## src/rtl/core/cse_pkg.sv

```systemverilog
package cse_pkg;

    // Fixed field widths
    localparam int KEY_W = 8;

    // Defaults for the top-level parameters
    localparam int MAX_ITEMS_DEF = 64;
    localparam int KEY_COUNT_DEF = 256;

    // Controller states
    typedef enum logic [2:0] {
        ST_CLR,
        ST_LOAD,
        ST_INC,
        ST_RD,
        ST_GET,
        ST_EMIT
    } t_state;

    // Commands from the controller to the datapath
    typedef struct packed {
        logic clr_step;   // write zero at scan address, step on
        logic key_take;   // input word accepted
        logic inc_wr;     // write back incremented count
        logic scan_rd;    // read count at scan address
        logic scan_get;   // capture count, clear entry
        logic emit_step;  // output word accepted
        logic set_done;   // set finished, clear set state
    } t_cmd;

    // Status from the datapath to the controller
    typedef struct packed {
        logic room;        // key store not yet full
        logic in_last;     // last flag on the incoming word
        logic last_held;   // last flag of the word just taken
        logic addr_last;   // scan address at top of key range
        logic rd_zero;     // count read back is zero
        logic rep_one;     // one copy of current key left
        logic final_word;  // current output word closes the set
    } t_sts;

endpackage

```

## src/rtl/core/cse_if.sv

```systemverilog
// Key input channel
interface cse_key_if;
    import cse_pkg::*;
    logic             valid;
    logic             ready;
    logic [KEY_W-1:0] key_value;
    logic             last_key;

    modport source (output valid, output key_value, output last_key, input ready);
    modport sink   (input valid, input key_value, input last_key, output ready);
endinterface

// Sorted result channel
interface cse_res_if;
    import cse_pkg::*;
    logic             valid;
    logic             ready;
    logic [KEY_W-1:0] sorted_key;
    logic             last_sorted;
    logic             overflow_flag;

    modport source (output valid, output sorted_key, output last_sorted,
                    output overflow_flag, input ready);
    modport sink   (input valid, input sorted_key, input last_sorted,
                    input overflow_flag, output ready);
endinterface

```

## src/rtl/core/cse_ram.sv

```systemverilog
module cse_ram #(
    parameter int WIDTH = 8,
    parameter int DEPTH = 256,
    parameter int AW    = (DEPTH > 1) ? $clog2(DEPTH) : 1
) (
    input  logic             i_clk,
    input  logic             i_wr_en,
    input  logic [AW-1:0]    i_wr_addr,
    input  logic [WIDTH-1:0] i_wr_data,
    input  logic             i_rd_en,
    input  logic [AW-1:0]    i_rd_addr,
    output logic [WIDTH-1:0] o_rd_data
);

    logic [WIDTH-1:0] r_mem [DEPTH];
    logic [WIDTH-1:0] r_rd_data;

    // Write port
    always_ff @(posedge i_clk) begin
        if (i_wr_en) begin
            r_mem[i_wr_addr] <= i_wr_data;
        end
    end

    // Registered read port
    always_ff @(posedge i_clk) begin
        if (i_rd_en) begin
            r_rd_data <= r_mem[i_rd_addr];
        end
    end

    assign o_rd_data = r_rd_data;

endmodule

```

## src/rtl/core/cse_dp.sv

```systemverilog
module cse_dp #(
    parameter int MAX_ITEMS = 64,
    parameter int KEY_COUNT = 256
) (
    input  logic                     i_clk,
    input  logic                     i_rst_n,
    input  cse_pkg::t_cmd            i_cmd,
    output cse_pkg::t_sts            o_sts,
    input  logic [cse_pkg::KEY_W-1:0] i_key_value,
    input  logic                     i_last_key,
    output logic [cse_pkg::KEY_W-1:0] o_sorted_key,
    output logic                     o_last_sorted,
    output logic                     o_overflow_flag
);
    import cse_pkg::*;

    // Only key values below 2**KEY_W can occur
    localparam int KEY_SPAN = (KEY_COUNT < (1 << KEY_W)) ? KEY_COUNT : (1 << KEY_W);
    localparam int AW       = (KEY_SPAN > 1) ? $clog2(KEY_SPAN) : 1;
    localparam int CW       = $clog2(MAX_ITEMS + 1);

    logic [AW-1:0] r_addr, n_addr;
    logic [AW-1:0] r_key;
    logic [CW-1:0] r_items, n_items;
    logic [CW-1:0] r_emitted, n_emitted;
    logic [CW-1:0] r_rep;
    logic          r_ovf, n_ovf;
    logic          r_last;

    logic [AW-1:0] key_clamped;
    logic [CW-1:0] rd_data;
    logic          ram_wr_en;
    logic [AW-1:0] ram_wr_addr;
    logic [CW-1:0] ram_wr_data;
    logic          ram_rd_en;
    logic [AW-1:0] ram_rd_addr;
    logic          room;
    logic          adv;

    // Saturate keys beyond the key range
    always_comb begin
        if ({1'b0, i_key_value} >= (KEY_W + 1)'(KEY_SPAN)) begin
            key_clamped = AW'(KEY_SPAN - 1);
        end else begin
            key_clamped = AW'(i_key_value);
        end
    end

    assign room = (r_items < CW'(MAX_ITEMS));

    // Count table port steering
    always_comb begin
        ram_rd_en   = (i_cmd.key_take & room) | i_cmd.scan_rd;
        ram_rd_addr = i_cmd.key_take ? key_clamped : r_addr;
        ram_wr_en   = i_cmd.clr_step | i_cmd.inc_wr | i_cmd.scan_get;
        ram_wr_addr = i_cmd.inc_wr ? r_key : r_addr;
        ram_wr_data = i_cmd.inc_wr ? (rd_data + CW'(1)) : '0;
    end

    cse_ram #(
        .WIDTH (CW),
        .DEPTH (KEY_SPAN)
    ) u_count_ram (
        .i_clk     (i_clk),
        .i_wr_en   (ram_wr_en),
        .i_wr_addr (ram_wr_addr),
        .i_wr_data (ram_wr_data),
        .i_rd_en   (ram_rd_en),
        .i_rd_addr (ram_rd_addr),
        .o_rd_data (rd_data)
    );

    // Set bookkeeping and scan pointer
    always_comb begin
        adv       = i_cmd.clr_step | (i_cmd.scan_get & (rd_data == '0))
                  | (i_cmd.emit_step & (r_rep == CW'(1)));
        n_addr    = adv ? (r_addr + AW'(1)) : r_addr;
        n_items   = r_items;
        n_ovf     = r_ovf;
        n_emitted = i_cmd.emit_step ? (r_emitted + CW'(1)) : r_emitted;
        if (i_cmd.key_take) begin
            if (room) begin
                n_items = r_items + CW'(1);
            end else begin
                n_ovf = 1'b1;
            end
        end
        if (i_cmd.set_done) begin
            n_addr    = '0;
            n_items   = '0;
            n_ovf     = 1'b0;
            n_emitted = '0;
        end
    end

    always_ff @(posedge i_clk) begin
        if (!i_rst_n) begin
            r_addr    <= '0;
            r_items   <= '0;
            r_ovf     <= 1'b0;
            r_emitted <= '0;
            r_last    <= 1'b0;
        end else begin
            r_addr    <= n_addr;
            r_items   <= n_items;
            r_ovf     <= n_ovf;
            r_emitted <= n_emitted;
            if (i_cmd.key_take) begin
                r_last <= i_last_key;
            end
        end
    end

    // Payload registers
    always_ff @(posedge i_clk) begin
        if (i_cmd.key_take) begin
            r_key <= key_clamped;
        end
        if (i_cmd.scan_get) begin
            r_rep <= rd_data;
        end else if (i_cmd.emit_step) begin
            r_rep <= r_rep - CW'(1);
        end
    end

    // Status
    always_comb begin
        o_sts.room       = room;
        o_sts.in_last    = i_last_key;
        o_sts.last_held  = r_last;
        o_sts.addr_last  = (r_addr == AW'(KEY_SPAN - 1));
        o_sts.rd_zero    = (rd_data == '0);
        o_sts.rep_one    = (r_rep == CW'(1));
        o_sts.final_word = ((r_emitted + CW'(1)) == r_items);
    end

    assign o_sorted_key    = KEY_W'(r_addr);
    assign o_last_sorted   = o_sts.final_word;
    assign o_overflow_flag = r_ovf;

endmodule

```

## src/rtl/core/cse_ctrl.sv

```systemverilog
module cse_ctrl (
    input  logic          i_clk,
    input  logic          i_rst_n,
    input  logic          i_in_valid,
    output logic          o_in_ready,
    output logic          o_out_valid,
    input  logic          i_out_ready,
    input  cse_pkg::t_sts i_sts,
    output cse_pkg::t_cmd o_cmd
);
    import cse_pkg::*;

    t_state r_state, n_state;

    // State register
    always_ff @(posedge i_clk) begin
        if (!i_rst_n) begin
            r_state <= ST_CLR;
        end else begin
            r_state <= n_state;
        end
    end

    // Next state and commands
    always_comb begin
        n_state     = r_state;
        o_cmd       = '0;
        o_in_ready  = 1'b0;
        o_out_valid = 1'b0;
        unique case (r_state)
            ST_CLR: begin
                o_cmd.clr_step = 1'b1;
                if (i_sts.addr_last) begin
                    o_cmd.set_done = 1'b1;
                    n_state        = ST_LOAD;
                end
            end
            ST_LOAD: begin
                o_in_ready = 1'b1;
                if (i_in_valid) begin
                    o_cmd.key_take = 1'b1;
                    if (i_sts.room) begin
                        n_state = ST_INC;
                    end else if (i_sts.in_last) begin
                        n_state = ST_RD;
                    end
                end
            end
            ST_INC: begin
                o_cmd.inc_wr = 1'b1;
                n_state      = i_sts.last_held ? ST_RD : ST_LOAD;
            end
            ST_RD: begin
                o_cmd.scan_rd = 1'b1;
                n_state       = ST_GET;
            end
            ST_GET: begin
                o_cmd.scan_get = 1'b1;
                n_state        = i_sts.rd_zero ? ST_RD : ST_EMIT;
            end
            ST_EMIT: begin
                o_out_valid = 1'b1;
                if (i_out_ready) begin
                    o_cmd.emit_step = 1'b1;
                    if (i_sts.final_word) begin
                        o_cmd.set_done = 1'b1;
                        n_state        = ST_LOAD;
                    end else if (i_sts.rep_one) begin
                        n_state = ST_RD;
                    end
                end
            end
            default: begin
                n_state = ST_CLR;
            end
        endcase
    end

    // Input and output sides never open together
    a_one_side: assert property (@(posedge i_clk) disable iff (!i_rst_n)
        !(o_in_ready && o_out_valid))
        else $error("input and output handshakes open at once");

    // A counted key without last mark returns to loading
    a_inc_back: assert property (@(posedge i_clk) disable iff (!i_rst_n)
        (r_state == ST_INC && !i_sts.last_held) |=> (r_state == ST_LOAD))
        else $error("count update did not return to load");

    // Final word of a set reopens the input
    a_set_end: assert property (@(posedge i_clk) disable iff (!i_rst_n)
        (o_out_valid && i_out_ready && i_sts.final_word) |=> (r_state == ST_LOAD))
        else $error("set end did not reopen input");

    // Clear sweep only leaves at the top address
    a_clr_end: assert property (@(posedge i_clk) disable iff (!i_rst_n)
        (r_state == ST_CLR && !i_sts.addr_last) |=> (r_state == ST_CLR))
        else $error("clear sweep left early");

endmodule

```

## src/rtl/core/counting_sort_engine.sv

```systemverilog
// Channel   Dir  Payload                                  Handshake
// i_key     in   key_value[7:0], last_key                 valid/ready
// o_res     out  sorted_key[7:0], last_sorted, overflow   valid/ready
//
// A stored key gets a count read (ST_LOAD) and write (ST_INC); a dropped key is only
// accepted. After the last key the count table is scanned from key 0 up to the largest
// key present: each value is read (ST_RD) and captured (ST_GET), then its words are
// emitted (ST_EMIT). Reset starts a sweep of all min(KEY_COUNT, 256) entries that
// zeroes the count table; no key is taken until it ends. The scan clears the table for
// the next set. Output stalls simply hold the scan; input is closed while a set is emitted.
module counting_sort_engine #(
    parameter int MAX_ITEMS = cse_pkg::MAX_ITEMS_DEF,
    parameter int KEY_COUNT = cse_pkg::KEY_COUNT_DEF
) (
    input  logic       i_clk,
    input  logic       i_rst_n,
    cse_key_if.sink    i_key,
    cse_res_if.source  o_res
);
    import cse_pkg::*;

    t_cmd cmd;
    t_sts sts;

    cse_ctrl u_ctrl (
        .i_clk       (i_clk),
        .i_rst_n     (i_rst_n),
        .i_in_valid  (i_key.valid),
        .o_in_ready  (i_key.ready),
        .o_out_valid (o_res.valid),
        .i_out_ready (o_res.ready),
        .i_sts       (sts),
        .o_cmd       (cmd)
    );

    cse_dp #(
        .MAX_ITEMS (MAX_ITEMS),
        .KEY_COUNT (KEY_COUNT)
    ) u_dp (
        .i_clk           (i_clk),
        .i_rst_n         (i_rst_n),
        .i_cmd           (cmd),
        .o_sts           (sts),
        .i_key_value     (i_key.key_value),
        .i_last_key      (i_key.last_key),
        .o_sorted_key    (o_res.sorted_key),
        .o_last_sorted   (o_res.last_sorted),
        .o_overflow_flag (o_res.overflow_flag)
    );

endmodule

```

## src/flat_wrapper.sv

```systemverilog
// flat-port wrapper written by rule: the top's interface ports become plain ports
module counting_sort_engine_flat import cse_pkg::*;
#(
    parameter int MAX_ITEMS = cse_pkg::MAX_ITEMS_DEF,
    parameter int KEY_COUNT = cse_pkg::KEY_COUNT_DEF
)
  (i_clk, i_rst_n, i_key_valid, i_key_key_value, i_key_last_key, i_key_ready, o_res_valid, o_res_sorted_key, o_res_last_sorted, o_res_overflow_flag, o_res_ready);
  cse_key_if i_key_i ();
  cse_res_if o_res_i ();
  input  logic i_clk;
  input  logic i_rst_n;
  input wire logic [$bits(i_key_i.valid)-1:0] i_key_valid;
  input wire logic [$bits(i_key_i.key_value)-1:0] i_key_key_value;
  input wire logic [$bits(i_key_i.last_key)-1:0] i_key_last_key;
  output wire logic [$bits(i_key_i.ready)-1:0] i_key_ready;
  output wire logic [$bits(o_res_i.valid)-1:0] o_res_valid;
  output wire logic [$bits(o_res_i.sorted_key)-1:0] o_res_sorted_key;
  output wire logic [$bits(o_res_i.last_sorted)-1:0] o_res_last_sorted;
  output wire logic [$bits(o_res_i.overflow_flag)-1:0] o_res_overflow_flag;
  input wire logic [$bits(o_res_i.ready)-1:0] o_res_ready;
  assign i_key_i.valid = i_key_valid;
  assign i_key_i.key_value = i_key_key_value;
  assign i_key_i.last_key = i_key_last_key;
  assign i_key_ready = i_key_i.ready;
  assign o_res_valid = o_res_i.valid;
  assign o_res_sorted_key = o_res_i.sorted_key;
  assign o_res_last_sorted = o_res_i.last_sorted;
  assign o_res_overflow_flag = o_res_i.overflow_flag;
  assign o_res_i.ready = o_res_ready;
  counting_sort_engine #(.MAX_ITEMS(MAX_ITEMS), .KEY_COUNT(KEY_COUNT)) u_core (.i_clk(i_clk), .i_rst_n(i_rst_n), .i_key(i_key_i), .o_res(o_res_i));
endmodule
```

## config.mk

```make
export PLATFORM = sky130hd
export DESIGN_NAME = counting_sort_engine_flat
export DESIGN_NICKNAME = d
export VERILOG_FILES = /design/src/rtl/core/cse_pkg.sv /design/src/rtl/core/cse_if.sv /design/src/rtl/core/cse_ram.sv /design/src/rtl/core/cse_dp.sv /design/src/rtl/core/cse_ctrl.sv /design/src/rtl/core/counting_sort_engine.sv /design/src/flat_wrapper.sv
export SDC_FILE = /design/constraint.sdc
export NUM_CORES = 2
export LEC_CHECK = 0
export BUFFER_PORTS_ARGS = -buffer_cell sky130_fd_sc_hd__buf_4
export CORE_MARGIN = 5
export CORE_UTILIZATION = 30
export CTS_BUF_LIST = sky130_fd_sc_hd__clkbuf_8 sky130_fd_sc_hd__clkbuf_16
export DETAILED_ROUTE_END_ITERATION = 10
export SLEW_MARGIN = 30
export SYNTH_ARGS = -nofsm -noshare
export SYNTH_HDL_FRONTEND = slang
export SYNTH_SLANG_ARGS = --single-unit
```

## constraint.sdc

```tcl
create_clock -name i_clk -period 9.7 [get_ports i_clk]
set_input_delay 1.94 -clock i_clk [delete_from_list [all_inputs] [get_ports i_clk]]
set_output_delay 1.94 -clock i_clk [all_outputs]
set_load 0.05 [all_outputs]
```

## Yosys cells after proc, flatten, opt, wreduce, memory -nomap -nowiden

Memories as Yosys holds them, arrays and structs flattened. A register that Yosys moved wholly into a read port is not among the register bits.
Index checks and enable logic that the tools add are counted.

| storage, ports and cells | value |
|---|---|
| ROM bits | 0 |
| memories kept | 1 |
| latch bits | 0 |
| logic and storage cells | 75 |
| register bits | 42 |
| input bits | 13 |
| output and inout port bits | 12 |
| RAM bits | 1,792 |

Memory list:

| memory | depth | bits a word | read ports | clocked after memory_dff | wr ports | RTL line | source |
|---|---|---|---|---|---|---|---|
| u_core.u_dp.u_count_ram.r_mem | 256 | 7 | 1 | 1 | 1 | cse_ram.sv:15 | `logic [WIDTH-1:0] r_mem [DEPTH];` |

| cells by class | value |
|---|---|
| add/subtract/negate cells | 5 |
| mux-type cells | 30 |
| bitwise logic cells | 10 |
| reduce and logical (&&, ||, !) cells | 7 |
| eq/ne operators | 13 |
| multipliers | 0 |
| divide/modulo/power cells | 0 |
| order comparisons | 1 |
| shift operators | 0 |

Operators with widths:

| cell | count |
|---|---|
| 3-bit 2-to-1 mux | 8 |
| 7-bit by 1-bit adder with 7-bit output (second input constant) | 3 |
| 7-bit 2-to-1 mux | 3 |
| 3-bit one-hot mux with 6 select lines | 1 |
| 8-bit 2-to-1 mux | 2 |
| 1-bit 2-to-1 mux | 13 |
| 8-bit by 1-bit adder with 8-bit output (second input constant) | 1 |
| 8-bit equality test (second input constant) | 1 |
| 7-bit by 1-bit equality test with 1-bit output (second input constant) | 1 |
| 7-bit equality test | 1 |
| 7-bit zero test | 1 |
| 7-bit < comparator (second input constant) | 1 |
| 7-bit by 1-bit subtractor with 7-bit output (second input constant) | 1 |
| 3-bit by 2-bit equality test with 1-bit output (second input constant) | 2 |
| 3-bit equality test (second input constant) | 2 |
| 1-bit bitwise OR | 5 |
| 5-bit AND reduction | 1 |
| 2-bit 2-to-1 mux | 2 |
| 2-bit inequality test (second input constant) | 2 |
| 2-bit AND reduction | 2 |
| 1-bit AND | 3 |
| 3-bit by 1-bit equality test with 1-bit output (second input constant) | 1 |
| 3-bit zero test | 1 |
| 3-bit by 2-bit inequality test with 1-bit output (second input constant) | 1 |
| 6 further kinds | 7 |

## Depth between registers and ports, before layout

| depth | value |
|---|---|
| word-level depth | 7 |
| gate-level depth with buffers | 13 |
| mapped depth without buffers | 11 |

## Hierarchy

Synthesis repeated with hierarchy kept, for this count alone.

| unflattened totals | value |
|---|---|
| cell total of the unflattened synthesis | 3,654 |
| area, all modules | 72,888.7 um^2 |

By module, submodules not included:

| module | seq. area each (um^2) | cells an instance | times used | area each (um^2) |
|---|---|---|---|---|
| cse_ram | 54,021.8 | 3,381 | 1 | 70,267.4 |
| cse_dp | 930.9 | 240 | 1 | 2,311.0 |
| cse_ctrl | 60.1 | 33 | 1 | 310.3 |

## Worst setup path after synthesis

OpenSTA, ideal clock, no wires.

| path | value |
|---|---|
| path type | register -> register |
| start point | reg u_core.u_dp.u_count_ram.r_rd_data[0], in the netlist u_core.u_dp.u_count_ram.o_rd_data[0] (read register of u_core.u_dp.u_count_ram.r_mem) |
| end point | mem u_core.u_dp.u_count_ram.r_mem[0][6] (netlist name), data pin |
| period minus slack after synthesis | 8.305 ns |
| slack | 1.395 ns |
| buffers on the path | 0 |
| setup time | 1.396 ns |
| data arrival time | 6.909 ns |
| cell stages (with the launch flop) | 5 |
| data required time | 8.304 ns |
| path through | edfxtp_1 ha_1 and3_1 xnor2_1 nor2_1 |

| on the way | value |
|---|---|
| longest elaborated chain between the ends | 2 |

Ends and longest elaborated chain:

| element | RTL line | source |
|---|---|---|
| start, declared | cse_ram.sv:16 | `logic [WIDTH-1:0] r_rd_data;` |
| 7-bit by 1-bit adder with 7-bit output | cse_dp.sv:57 | `ram_wr_data = i_cmd.inc_wr ? (rd_data + CW'(1)) : '0;` |
| 7-bit 2-to-1 mux | cse_dp.sv:57 |  |
| named net u_core.u_dp.ram_wr_data[6] | cse_dp.sv:34 | `logic [CW-1:0] ram_wr_data;` |
| end, declared | cse_ram.sv:15 |  |

The timed path passes the listed nets, and every way through them passes these cells.

## Final worst setup path

| path | value |
|---|---|
| start point | in i_key_valid |
| end point | reg u_core.u_dp.u_count_ram.r_rd_data[5], in the netlist u_core.u_dp.u_count_ram.o_rd_data[5] (read register of u_core.u_dp.u_count_ram.r_mem), data pin |

| on the way | value |
|---|---|
| longest elaborated chain between the ends | 4 |
| elaborated cells on any way between the ends | 5 |
| classes of those cells | mux (3); bitwise (2) |

Ends and longest elaborated chain:

| element | RTL line | source |
|---|---|---|
| start, declared | flat_wrapper.sv:12 | `input wire logic [$bits(i_key_i.valid)-1:0] i_key_valid;` |
| 1-bit 2-to-1 mux * | cse_ctrl.sv:40 | `if (i_in_valid) begin` |
| 1-bit 2-to-1 mux * | cse_ctrl.sv:30 | `unique case (r_state)` |
| 1-bit AND | cse_dp.sv:53 | `ram_rd_en = (i_cmd.key_take & room) \| i_cmd.scan_rd;` |
| 1-bit bitwise OR | cse_dp.sv:53 |  |

Every way passes the cells marked *; elsewhere a longest branch is shown, timed or not.
A chain may end at the register's enable or synchronous reset.

==> results.tsv <==
metric	value	unit
Reg power frac	0.533	
Routed WL	215600	um
Leak Pwr	24.70	nW
Reg2Reg Setup Slack	3.77	ns
number of DRC markers in iteration 0	6011	
total gr overflow	0	
Core ar.	243000	um2
first-pass GRT wire length	310100	um
Mean Syn Cell Area	14.14	um2
cts repair resizes	0	
clock buffer count from CTS	179	
Hold WS	0.4651	ns
I/O Pins	25	
relative slew slack	0.2916	
Comb pwr share	0.051	
Slew @ Worst Pin	1.052	ns
post-synthesis cell area	73130	um2
Critical-path top delay cell	mux2_8	
VDD IR max	0.0001586	V
Clock Power Share	0.415	
Critical Path Source Type	input pin	
end of the worst register-to-register path	u_core.u_dp.u_count_ram.o_rd_data[5]$_DFFE_PP_	
Slowest Stage Delay on Critical Path	0.68	ns
clk sinks	1841	
CP Cell Sequence	buf_4 > nand4bb_4 > inv_4 > mux2_8 > nor2_4 > buf_12 > buf_4 > nand3_1 > nand4_1 > nand4_1 > nor4_1 > nand4_1 > a211o_1	
kind of critical path	in2reg	
die width	503.7	um
Power Total	0.01617	W
worst path arrival time	6.88	ns
largest area contributor in the netlist	edfxtp_1	
post-DR wirelength/cell	25.31	um
peak clock frequency supported by timing	0.1586	GHz
largest net degree at the start of global routing	144	
switching portion of total power	0.2262	
synthesized flop and latch total	1841	
post-route DRC violation count	0	
Power Density	195.3	nW/um2
area delta synth->final	13.20	%
CTS Hold Buffers Added	0	
initial core utilization	0.3009	
cell repeated most along the worst path	nand4_1	
Clock Skews	0.04475	ns
Seq/Total Area, Yosys	0.7523	
Hold EP	u_core.u_dp.r_last$_SDFFE_PN0N_	
worst-path fanout max	70	
final instance area	82780	um2
Post-DP HPWL	131300	um
Top FF cell, synth	edfxtp_1	
final setup vio count	0	
area of the die	253700	um2
commonest cells after routing, fill and taps aside	edfxtp_1, nand2_1, nand3_1, nor2_1, clkbuf_16	
Worst-Skew Late Latency	0.84	ns
critical path's top delay family	simple AND/OR/NAND/NOR gates	
1st-pass router iterations	6	
initial antenna violation count	5	
Port-buffer cells	24	
total of max-cap violations	0	
commonest non-fill, non-tap cell in the layout	edfxtp_1	
EDFF count, synth	1814	
clk slew on worst S/H paths	0.06	ns
Final TNS setup	0	ns
status	finished, final reports clean	
row cnt	181	
syn_nets	5190	
Synth area leaders	edfxtp_1, nand2_1, mux4_2	
CTS tree	built	
hold path depth	2	
root buffer cell	clkbuf_16	
Placed Instance Area	77060	um2
post-DR vias/cell	5.334	
Int Pwr	0.01251	W
Ys Warns	0	
post-CTS setup repair buffer count	0	
clk buf depth	3	
Non-Filler Instances	8521	
max-slew violations	0	
Cells after Synth	5170	
CP bufs+invs	4	
GP Congestion	0.8660	
RSZ-0062 raised after global routing	false	
sw power	0.003657	W
Final nets	5196	
ratio of cells with drive above 1 in the final layout	0.09778	
synth unique cells	70	
Final ANT Viol Nets	0	
RR Startpoint	u_core.u_ctrl.r_state[0]$_SDFFE_PN0P_	
final hold violation count	0	
vias in the first global route	43310	
via count	45450	
worst reg2reg path depth	12	
critical hold path startpoint	u_core.u_dp.r_last$_SDFFE_PN0N_	
Post-synth ARST share	0	
die height	503.7	um
WP data required	10.27	ns
H-tree depth reported by CTS	4	
Hold Crit Class	reg2reg	
Yosys top cell area share	0.7449	
CP Capture Type	register	
crit share post-route	0.6500	
dpl cells	8194	
GRT Util Overall	0.1633	
fin crit period	6.305	ns
## metal layers
layer	global-route usage	wire length, um	share of wire	vias to the layer above
met5	0	26	0.00012	-
met4	0.06110	8378	0.039	4
met3	0.03114	20940	0.097	404
met2	0.2554	98970	0.46	2357
met1	0.2264	87310	0.40	23260
li1	-	-	-	19430
## state kept, by name, indices dropped and copies added, names as in the netlist
signal and flops:
u_core.u_ctrl.r_state 3, u_core.u_dp.o_overflow_flag 1, u_core.u_dp.o_sorted_key 8, u_core.u_dp.r_emitted 7
u_core.u_dp.r_items 7, u_core.u_dp.r_key 8, u_core.u_dp.r_last 1, u_core.u_dp.r_rep 7
u_core.u_dp.u_count_ram.o_rd_data 7, u_core.u_dp.u_count_ram.r_mem 1792
## metrics by stage
stage | utilization | setup slack (ns)
global placement | 0.3168 | 2.765
detailed placement | 0.3171 | 2.662
finish | 0.3407 | 3.395
global route | 0.3407 | 3.142
CTS | 0.3403 | 3.528
floorplan | - | 1.395
## power groups by stage
stage                     logic, W  clock network [W]  registers [W]
after global placement    0.000812                  0        0.00879
after floorplan           0.000517                  0        0.00879
after detailed placement  0.000819                  0        0.00879
after global routing      0.000884            0.00712        0.00862
final                     0.000832            0.00671        0.00862
after CTS                 0.000822            0.00679        0.00862
## how the worst max path moves through the flow
stage,slack [ns],endpoint,startpoint,depth (start not counted)
2_1_floorplan,1.40,u_core.u_dp.u_count_ram.r_mem[0][6]$_DFFE_PP_,u_core.u_dp.u_count_ram.o_rd_data[0]$_DFFE_PP_,4
3_3_place_gp,2.76,u_core.u_dp.u_count_ram.o_rd_data[5]$_DFFE_PP_,i_key_valid,13
3_5_place_dp,2.66,u_core.u_dp.u_count_ram.o_rd_data[5]$_DFFE_PP_,i_key_valid,13
4_1_cts,3.53,u_core.u_dp.u_count_ram.o_rd_data[5]$_DFFE_PP_,i_key_valid,13
5_1_grt,3.14,u_core.u_dp.u_count_ram.o_rd_data[5]$_DFFE_PP_,i_key_valid,13
6_report,3.40,u_core.u_dp.u_count_ram.o_rd_data[5]$_DFFE_PP_,i_key_valid,13
## cells in the mapped netlist (10+ instances only)
cell,n
a21oi_1,121
a221oi_1,12
a22oi_1,86
a311oi_1,14
a31oi_1,128
a32oi_1,39
a41oi_1,14
and3_1,38
buf_1,22
buf_2,179
buf_4,15
clkbuf_1,93
dfxtp_1,27
edfxtp_1,1814
mux2i_1,82
mux4_2,99
nand2_1,1286
nand2b_1,14
nand3_1,387
nand3b_1,10
nand4_1,115
nor2_1,353
nor3_1,14
nor4_1,14
o21ai_0,40
xnor2_1,17
xor2_1,18
## cell families (layout without fill, tap and decap cells)
kind of cell / Yosys count / count (layout) / share of synthesized area
simple gates: 2258 / 2258 / 0.1310
flops: 1841 / 1841 / 0.7523
compound gates: 521 / 521 / 0.04786
buf+inv: 319 / 467 / 0.02034
mux: 189 / 189 / 0.04315
xor+xnor: 35 / 35 / 0.004192
fa+ha+maj: 7 / 7 / 0.001198
other cells: 0 / 1 / 0
## worst min-delay path, delay by kind of cell, from the launching register on
family | cells | cell delay, ns
compound gates | 1 | 0.07
flops | 1 | 0.31
simple gates | 1 | 0.05
## area by class of cell
type                    count  area [um2]
repair buffers            135        1249
clock buffers             180        4504
multi-input cells        3010       16840
inverters                   9       36.28
well taps                3202        4006
clock inverters           143        1131
flip-flops and latches   1841       55010
fillers                 23270      160200
diodes                      1       2.502
(Power assumes the default switching activity.)
